[config.mk]
export PLATFORM = sky130hd
export DESIGN_NAME = grouped_count_histogram
export DESIGN_NICKNAME = d
export VERILOG_FILES = /design/src/rtl/core/gch_pkg.sv /design/src/rtl/core/gch_binner.sv /design/src/rtl/core/grouped_count_histogram.sv
export SDC_FILE = /design/constraint.sdc
export NUM_CORES = 2
export LEC_CHECK = 0
export ABC_AREA = 1
export BUFFER_PORTS_ARGS = -buffer_cell sky130_fd_sc_hd__buf_4
export CORE_ASPECT_RATIO = 0.7
export CORE_UTILIZATION = 40
export DETAILED_ROUTE_END_ITERATION = 12
export GPL_TIMING_DRIVEN = 0
export HOLD_SLACK_MARGIN = 0.15
export SYNTH_ARGS = -nofsm -noshare
export SYNTH_HDL_FRONTEND = slang
export SYNTH_SLANG_ARGS = --single-unit
export TNS_END_PERCENT = 10
[constraint.sdc]
create_clock -name clk_i -period 34.1 [get_ports clk_i]
set_input_delay 8.525 -clock clk_i [delete_from_list [all_inputs] [get_ports clk_i]]
set_output_delay 8.525 -clock clk_i [all_outputs]
set_load 0.05 [all_outputs]
[src/rtl/core/gch_pkg.sv]
// ----------------------------------------------------------------------------
// gch_pkg
// Shared types and constants of the grouped count histogram: filter letters,
// bin geometry, register indexes and the bin edge bundle.
// ----------------------------------------------------------------------------
`default_nettype none

package gch_pkg;

  localparam int unsigned NUM_FILTERS = 5;
  localparam int unsigned NUM_RANGES  = 4;
  localparam int unsigned NUM_BINS    = NUM_FILTERS * NUM_RANGES;
  localparam int unsigned BIN_W       = 5;
  localparam int unsigned BIN_COUNT_W = 32;
  localparam int unsigned STAR_W      = 32;
  localparam int unsigned CODE_W      = 8;
  localparam int unsigned MAG_W       = 16;
  localparam int unsigned EDGE_W      = 16;
  localparam int unsigned CFG_IDX_W   = 2;
  localparam int unsigned CFG_DATA_W  = 16;

  localparam logic [BIN_W-1:0] LAST_BIN = BIN_W'(NUM_BINS - 1);

  // Filter letters in bin order: B, C, I, R, V
  localparam logic [CODE_W-1:0] FILTER_CODE [NUM_FILTERS] = '{
    8'd66, 8'd67, 8'd73, 8'd82, 8'd86
  };

  // Register reset values
  localparam logic signed [MAG_W-1:0] MAG_FLOOR_RST = -16'sd5000;
  localparam logic [EDGE_W-1:0]       EDGE_LOW_RST  = 16'd10;
  localparam logic [EDGE_W-1:0]       EDGE_MID_RST  = 16'd50;
  localparam logic [EDGE_W-1:0]       EDGE_HIGH_RST = 16'd100;

  typedef enum logic [CFG_IDX_W-1:0] {
    CFG_MAG_FLOOR = 2'd0,
    CFG_EDGE_LOW  = 2'd1,
    CFG_EDGE_MID  = 2'd2,
    CFG_EDGE_HIGH = 2'd3
  } cfg_reg_e;

  typedef enum logic {
    OP_RECORD = 1'b0,
    OP_FINISH = 1'b1
  } op_e;

  typedef struct packed {
    logic [EDGE_W-1:0] low;
    logic [EDGE_W-1:0] mid;
    logic [EDGE_W-1:0] high;
  } bin_edges_t;

  // One-hot filter match of an ASCII code; zero for letters not counted
  function automatic logic [NUM_FILTERS-1:0] filter_hit(input logic [CODE_W-1:0] code);
    logic [NUM_FILTERS-1:0] hit;
    hit = '0;
    for (int f = 0; f < NUM_FILTERS; f++) begin
      hit[f] = (code == FILTER_CODE[f]);
    end
    return hit;
  endfunction

endpackage

`default_nettype wire

[src/rtl/core/gch_binner.sv]
// ----------------------------------------------------------------------------
// gch_binner
// Bins the five per-star filter counts of the open run: picks a range for
// each nonzero count from the edges; returns the histogram, those bins bumped.
// ----------------------------------------------------------------------------
`default_nettype none

module gch_binner
  import gch_pkg::*;
#(
  parameter int unsigned COUNT_BITS = 16,
  parameter int unsigned HIST_BITS  = 32
) (
  input  logic [NUM_FILTERS-1:0][COUNT_BITS-1:0] counts_i,
  input  bin_edges_t                             edges_i,
  input  logic [NUM_BINS-1:0][HIST_BITS-1:0]     hist_i,
  output logic [NUM_BINS-1:0][HIST_BITS-1:0]     hist_o
);

  localparam int unsigned CMP_W = (COUNT_BITS > EDGE_W) ? COUNT_BITS : EDGE_W;

  logic [NUM_BINS-1:0] bump;

  // Range select per filter; edges tested in order low, mid, high
  always_comb begin
    logic [CMP_W-1:0] cnt;
    bump = '0;
    for (int f = 0; f < NUM_FILTERS; f++) begin
      cnt = CMP_W'(counts_i[f]);
      if (cnt != '0) begin
        if (cnt <= CMP_W'(edges_i.low)) begin
          bump[f*NUM_RANGES + 0] = 1'b1;
        end else if (cnt <= CMP_W'(edges_i.mid)) begin
          bump[f*NUM_RANGES + 1] = 1'b1;
        end else if (cnt <= CMP_W'(edges_i.high)) begin
          bump[f*NUM_RANGES + 2] = 1'b1;
        end else begin
          bump[f*NUM_RANGES + 3] = 1'b1;
        end
      end
    end
  end

  // Saturating increment of the selected bins
  always_comb begin
    for (int k = 0; k < NUM_BINS; k++) begin
      if (bump[k] && (hist_i[k] != {HIST_BITS{1'b1}})) begin
        hist_o[k] = hist_i[k] + HIST_BITS'(1);
      end else begin
        hist_o[k] = hist_i[k];
      end
    end
  end

endmodule

`default_nettype wire

[src/rtl/core/grouped_count_histogram.sv]
// ----------------------------------------------------------------------------
// grouped_count_histogram
// Per-star filter count histogram over a stream of measurement records.
// ----------------------------------------------------------------------------
// Usage:
//   Input channel (in_valid_i / in_stall_o) carries records and finish
//   requests. A record is absorbed in the cycle it is accepted, so records
//   flow at one per cycle, also while a histogram is being read out.
//   A finish request bins the open run and copies the twenty counters into an
//   output shift register in the same cycle, then clears the live state.
//   The output channel (out_valid_o / out_stall_i) shows the first bin in the
//   cycle after the finish is accepted and then one bin per cycle that the
//   receiver does not stall; the twentieth carries last_o. A stall holds the
//   current bin in place.
//   A second finish waits (in_stall_o high) until the readout of the previous
//   histogram has finished; records are never stalled.
//   Configuration writes (cfg_valid_i / cfg_ready_o) are always taken and
//   should only happen while the block is idle.
//   Reset clears counts, current star and histogram and loads the default
//   magnitude floor and bin edges.
// ----------------------------------------------------------------------------
`default_nettype none

module grouped_count_histogram
  import gch_pkg::*;
#(
  parameter int unsigned COUNT_BITS = 16,
  parameter int unsigned HIST_BITS  = 32
) (
  input  logic                          clk_i,
  input  logic                          rst_ni,
  // input requests
  input  logic                          in_valid_i,
  output logic                          in_stall_o,
  input  logic                          op_i,
  input  logic [STAR_W-1:0]             star_index_i,
  input  logic [CODE_W-1:0]             filter_code_i,
  input  logic signed [MAG_W-1:0]       magnitude_i,
  // histogram results
  output logic                          out_valid_o,
  input  logic                          out_stall_i,
  output logic [BIN_W-1:0]              bin_index_o,
  output logic [BIN_COUNT_W-1:0]        bin_count_o,
  output logic                          last_o,
  // configuration writes
  input  logic                          cfg_valid_i,
  output logic                          cfg_ready_o,
  input  logic [CFG_IDX_W-1:0]          cfg_index_i,
  input  logic [CFG_DATA_W-1:0]         cfg_data_i
);

  // Configuration registers
  logic signed [MAG_W-1:0] mag_floor_q;
  bin_edges_t              edges_q;

  assign cfg_ready_o = 1'b1;

  always_ff @(posedge clk_i or negedge rst_ni) begin
    if (!rst_ni) begin
      mag_floor_q  <= MAG_FLOOR_RST;
      edges_q.low  <= EDGE_LOW_RST;
      edges_q.mid  <= EDGE_MID_RST;
      edges_q.high <= EDGE_HIGH_RST;
    end else if (cfg_valid_i && cfg_ready_o) begin
      case (cfg_reg_e'(cfg_index_i))
        CFG_MAG_FLOOR: mag_floor_q  <= MAG_W'(cfg_data_i);
        CFG_EDGE_LOW:  edges_q.low  <= EDGE_W'(cfg_data_i);
        CFG_EDGE_MID:  edges_q.mid  <= EDGE_W'(cfg_data_i);
        CFG_EDGE_HIGH: edges_q.high <= EDGE_W'(cfg_data_i);
        default: ;
      endcase
    end
  end

  // Live state
  logic [NUM_FILTERS-1:0][COUNT_BITS-1:0] cnt_q, cnt_d;
  logic [STAR_W-1:0]                      star_q, star_d;
  logic [NUM_BINS-1:0][HIST_BITS-1:0]     hist_q, hist_d, hist_binned;

  // Readout
  logic [HIST_BITS-1:0] snap_q [NUM_BINS];
  logic [HIST_BITS-1:0] snap_d [NUM_BINS];
  logic                 busy_q, busy_d;
  logic [BIN_W-1:0]     idx_q, idx_d;

  logic in_acc, out_acc, rec_acc, fin_acc, rec_ok, new_star;
  logic [NUM_FILTERS-1:0] hit;

  assign in_stall_o = busy_q && (op_e'(op_i) == OP_FINISH);
  assign in_acc     = in_valid_i && !in_stall_o;
  assign out_acc    = out_valid_o && !out_stall_i;
  assign rec_acc    = in_acc && (op_e'(op_i) == OP_RECORD);
  assign fin_acc    = in_acc && (op_e'(op_i) == OP_FINISH);
  assign rec_ok     = rec_acc && (magnitude_i > mag_floor_q);
  assign new_star   = star_index_i != star_q;
  assign hit        = filter_hit(filter_code_i);

  gch_binner #(
    .COUNT_BITS(COUNT_BITS),
    .HIST_BITS (HIST_BITS)
  ) u_binner (
    .counts_i(cnt_q),
    .edges_i (edges_q),
    .hist_i  (hist_q),
    .hist_o  (hist_binned)
  );

  // Record and finish update of counts, star and histogram
  always_comb begin
    logic [COUNT_BITS-1:0] base;
    base   = '0;
    cnt_d  = cnt_q;
    star_d = star_q;
    hist_d = hist_q;
    if (fin_acc) begin
      cnt_d  = '0;
      star_d = '0;
      hist_d = '0;
    end else if (rec_ok) begin
      if (new_star) begin
        hist_d = hist_binned;
        star_d = star_index_i;
      end
      for (int f = 0; f < NUM_FILTERS; f++) begin
        base = new_star ? '0 : cnt_q[f];
        if (hit[f] && (base != {COUNT_BITS{1'b1}})) begin
          cnt_d[f] = base + COUNT_BITS'(1);
        end else begin
          cnt_d[f] = base;
        end
      end
    end
  end

  always_ff @(posedge clk_i or negedge rst_ni) begin
    if (!rst_ni) begin
      cnt_q  <= '0;
      star_q <= '0;
      hist_q <= '0;
    end else begin
      cnt_q  <= cnt_d;
      star_q <= star_d;
      hist_q <= hist_d;
    end
  end

  // Readout control: load on finish, step on each taken result
  always_comb begin
    busy_d = busy_q;
    idx_d  = idx_q;
    for (int k = 0; k < NUM_BINS; k++) begin
      snap_d[k] = snap_q[k];
    end
    if (fin_acc) begin
      busy_d = 1'b1;
      idx_d  = '0;
      for (int k = 0; k < NUM_BINS; k++) begin
        snap_d[k] = hist_binned[k];
      end
    end else if (out_acc) begin
      if (idx_q == LAST_BIN) begin
        busy_d = 1'b0;
      end
      idx_d = idx_q + BIN_W'(1);
      for (int k = 0; k < NUM_BINS - 1; k++) begin
        snap_d[k] = snap_q[k+1];
      end
    end
  end

  always_ff @(posedge clk_i or negedge rst_ni) begin
    if (!rst_ni) begin
      busy_q <= 1'b0;
      idx_q  <= '0;
    end else begin
      busy_q <= busy_d;
      idx_q  <= idx_d;
    end
  end

  // Readout shift register, payload only
  always_ff @(posedge clk_i) begin
    for (int k = 0; k < NUM_BINS; k++) begin
      snap_q[k] <= snap_d[k];
    end
  end

  assign out_valid_o = busy_q;
  assign bin_index_o = idx_q;
  assign bin_count_o = BIN_COUNT_W'(snap_q[0]);
  assign last_o      = (idx_q == LAST_BIN);

endmodule

`default_nettype wire

==> PnR_summary.wiki <==
{| class="wikitable"
! Metric !! Value
|-
| Result of the run || finished with violations
|-
| Violated checks || design-rule violations, max-capacitance violations, max-slew violations
|-
| Hold Crit Class || flop to flop
|-
| Max-slew violation count || 17
|-
| Leakage power || 44.91 nW
|-
| Critical Path Start || op_i
|-
| Fin area || about 100000 sq um
|-
| Remaining DRCs || 4
|-
| Area occupied by multi-input gates || 45860 sq um
|-
| CP peak stage delay || 0.18 ns
|-
| Initial cell density of the core || 40.34%
|-
| Library cell with the largest summed area after synthesis || nand2_1
|-
| Transition time of the tightest slew-check pin || 1.550 ns
|-
| Part of the Yosys area used for sequential elements || roughly 44%
|-
| Headroom to the max-slew limit || -3.316%
|-
| Number of buffers inserted by hold repair at cts || 0
|-
| Clock sink count || roughly 1.5k
|-
| Synthesized area divided by synthesized cell count || 7.310 sq um
|-
| Max stage delay cell, worst path || buf_4
|-
| Layout net count || around 13k
|-
| CP endpoint kind || primary output
|-
| Initial antenna violation count || 12
|-
| Most frequent cell after synthesis || nand2_1
|-
| Setup slack at placement || 16.64 ns
|-
| Maximum ir drop on the vdd rail || 0.04829 mV
|-
| Quantity of I/O buffers inserted on ports || between 100 and 150
|-
| Total Neg Setup Slack || 0 ns
|-
| Post-synth EDFFs || 640
|-
| Global-route wire length before repair || 503100 microns
|-
| Detailed-route via count || between 80k and 90k
|-
| Layout cell share with drive strength beyond 1 || 5.865%
|-
| Die Height || 402.0 microns
|-
| Number of distinct library cell variants in the gate-level netlist after synthesis || 57
|-
| Number of inserted filler cells in the final layout || 23.17k
|-
| Setup fix buffers added after clock tree synthesis || 0
|-
| Clock transition at path regs || about 0.06 ns
|-
| Relative area change from synthesis to final layout || 11.65%
|-
| DR vias/cell || 5.352
|-
| Ys Warns || 0
|-
| Via count of the first global-routing pass || 76.83k
|-
| Area taken by flip-flops and latches || 39810 sq um
|-
| Tcrit/Tclk final || 51.20%
|-
| Setup repair after global routing missed its margin || no
|-
| Root Buffer Master || clkbuf_16
|-
| Internal power component || 3.676 mW
|-
| Total number of placement rows || between 100 and 150
|-
| Placer's final routability congestion estimate || 0.9937
|-
| ANT nets after route || 0
|-
| Type of the setup path with the least slack || input pin to primary output
|-
| Total of cells resized after clock tree synthesis || 0
|-
| Top post-synthesis cells by count || nand2_1 (5699), dfrtp_1 (805), inv_1 (793), nor2_1 (701), edfxtp_1 (640)
|-
| Placed insts || 15.69k
|-
| Routed len/inst || roughly 21 microns
|-
| Setup violation total in the final timing report || 0
|-
| Proportion of synthesized flip-flops having asynchronous set or reset || 56.22%
|-
| Net switching power figure || 2.030 mW
|-
| Maximum number of buffers from clock root to sink || 4
|-
| Flop and latch count out of synthesis || 1462
|-
| Cell area reported after detailed placement || 96840 sq um
|-
| # Max-Cap Violations || 2
|-
| Data required, critical path || 25.57 ns
|-
| Cell Pwr Density || 55.88 nW/um^2
|-
| Clock tree skew after final layout || 0.1006 ns
|-
| Ordered list of cells on the worst path || buf_4, nand2_1, inv_1, buf_4
|-
| Clock tree from TritonCTS || yes
|-
| Number of cells on the worst reg-to-reg path || 13
|-
| Boundary Pins || 121
|-
| Critical Path Start Type || input pin
|-
| Largest net degree at the start of global routing || 107
|-
| Register-to-register setup slack || 29.33 ns
|-
| Width of the die || 573.5 microns
|-
| Most Frequent Cell on Critical Path || buf_4
|-
| Cells after synthesis || 12.51k
|-
| Critical path data arrival time || 8.93 ns
|-
| Hold_ws || 0.4866 ns
|-
| Drt first pass iters || 12
|-
| Ranking of synthesized cells by area || nand2_1 (23%), dfrtp_1 (22%), edfxtp_1 (21%), ha_1 (3.9%), xor2_1 (3.5%)
|-
| Upper clock frequency limit || 57.28 MHz
|-
| Most used DFF post-synth || dfrtp_1
|-
| GRT Residual Overflow || 0
|-
| Fraction of synthesized cell area taken by the top area cell type || between 20% and 30%
|-
| Net switching share of the total power || 35.58%
|-
| Clock power frac || about a third
|-
| Netlist area before placement || 91450 sq um
|-
| Number of clock buffers inserted by TritonCTS || 162
|-
| Die outline area || around 230000 sq um
|-
| Non-filler cells, final || 15.98k
|-
| Minimum period implied by the final worst setup slack || 17.46 ns
|-
| Initial DRC Count || ~11k
|-
| Sequential group share of total power || 43.5%
|-
| Synthesized netlist net count || ~13k
|-
| H-Tree Level Count || 4
|-
| Hold violation total from the final report || 0
|-
| Post-detailed-routing wire length || 338200 microns
|-
| FF-to-FF End || snap_q[1][76]
|-
| Final HPWL from detailed placement || 260900 microns
|-
| Slack of the critical path || ~17 ns
|-
| Clock latency of the later-clocked register in the worst-skew pair || between 0.8 and 0.9 ns
|-
| Area inside the core boundary || 226700 sq um
|-
| Reg2reg start || edges_q[31]
|-
| Worst setup endpoint || in_stall_o
|-
| Maximum fanout encountered on the critical timing path || 2
|-
| Gr usage total || 28.69%
|-
| Comb pwr share || about 25%
|}
[how the worst min path moves through the flow]
stage | cells after the start | endpoint | startpoint
after global routing | 2 | edges_q[40] | edges_q[40]
final | 2 | snap_q[2][77] | snap_q[2][109]
after detailed placement | 2 | mag_floor_q[2] | mag_floor_q[2]
after floorplan | 2 | edges_q[10] | edges_q[10]
after CTS | 2 | snap_q[2][77] | snap_q[2][109]
after global placement | 2 | mag_floor_q[8] | mag_floor_q[8]
[critical path, delay by kind of cell]
family,cells,cell delay (ns)
buf+inv,3,0.34
simple gates,1,0.07
[sequential cells by signal, indices dropped and copies added (netlist names)]
name / count
mag_floor_q: 16
hist_q: 640
out_valid_o: 1
bin_index_o: 5
star_q: 32
cnt_q: 80
edges_q: 48
snap_q: 640
[area by class of cell]
type,count,area share (%)
diodes,2,0.004902
inverters,816,3.000
well taps,3034,3.718
plain buffers,571,2.706
clock inverters,88,0.9338
multi-input cells,9661,44.91
flip-flops and latches,1462,38.99
clock buffers,199,4.215
repair buffers,144,1.521
[metal layers]
metal | track usage (%) | up-vias | share of wire (%)
li1 | - | 41126 | -
met1 | 47.03 | 40331 | 50
met2 | 37.65 | 3685 | 38
met3 | 5.625 | 369 | 10
met4 | 6.053 | 2 | 2.1
met5 | 0 | - | 0.0027
[cells by family (layout without fill, tap and decap cells)]
group                    Yosys count  count (layout)  share of synthesized area [%]
XOR/XNOR                         587             587                          5.622
adder cells (fa/ha/maj)          282             282                          3.858
AND/OR/NAND/NOR                 7850            7850                          35.30
AO/OA/AOI/OAI                    941             941                          5.317
flip-flops                      1462            1462                          43.53
buffers and inverters           1387            1818                          6.366
other                              1               3                       0.004101
[power by group through the flow]
stage / registers (mW) / clock network, mW / logic, mW
after floorplan: 2.58 / 0 / 0.790
after global placement: 2.72 / 0 / 1.35
after detailed placement: 2.50 / 0 / 1.39
after CTS: 2.48 / 1.84 / 1.39
after global routing: 2.51 / 1.91 / 1.53
final: 2.48 / 1.81 / 1.41
[placed cells by master (no fill, tap or decap), types with 195 or more instances in the layout]
cell / Yosys / layout
xnor2_1: 226 / 226
buf_2: 194 / 195
o21ai_0: 625 / 625
clkbuf_1: 242 / 267
dfrtp_1: 805 / 805
nor2_1: 701 / 701
nor3_1: 306 / 306
edfxtp_1: 640 / 640
nand4_1: 343 / 343
ha_1: 282 / 282
xor2_1: 361 / 361
inv_1: 793 / 793
nand2_1: 5699 / 5698
nand3_1: 526 / 525
[stage by stage]
step	utilization, %	power (mW)
after floorplan	-	3.367
after global placement	42.41	4.074
after detailed placement	42.72	3.891
after CTS	45.04	5.710
after global routing	45.04	5.944
final	45.04	5.706
No activity file was read; power rests on OpenSTA's default activity.
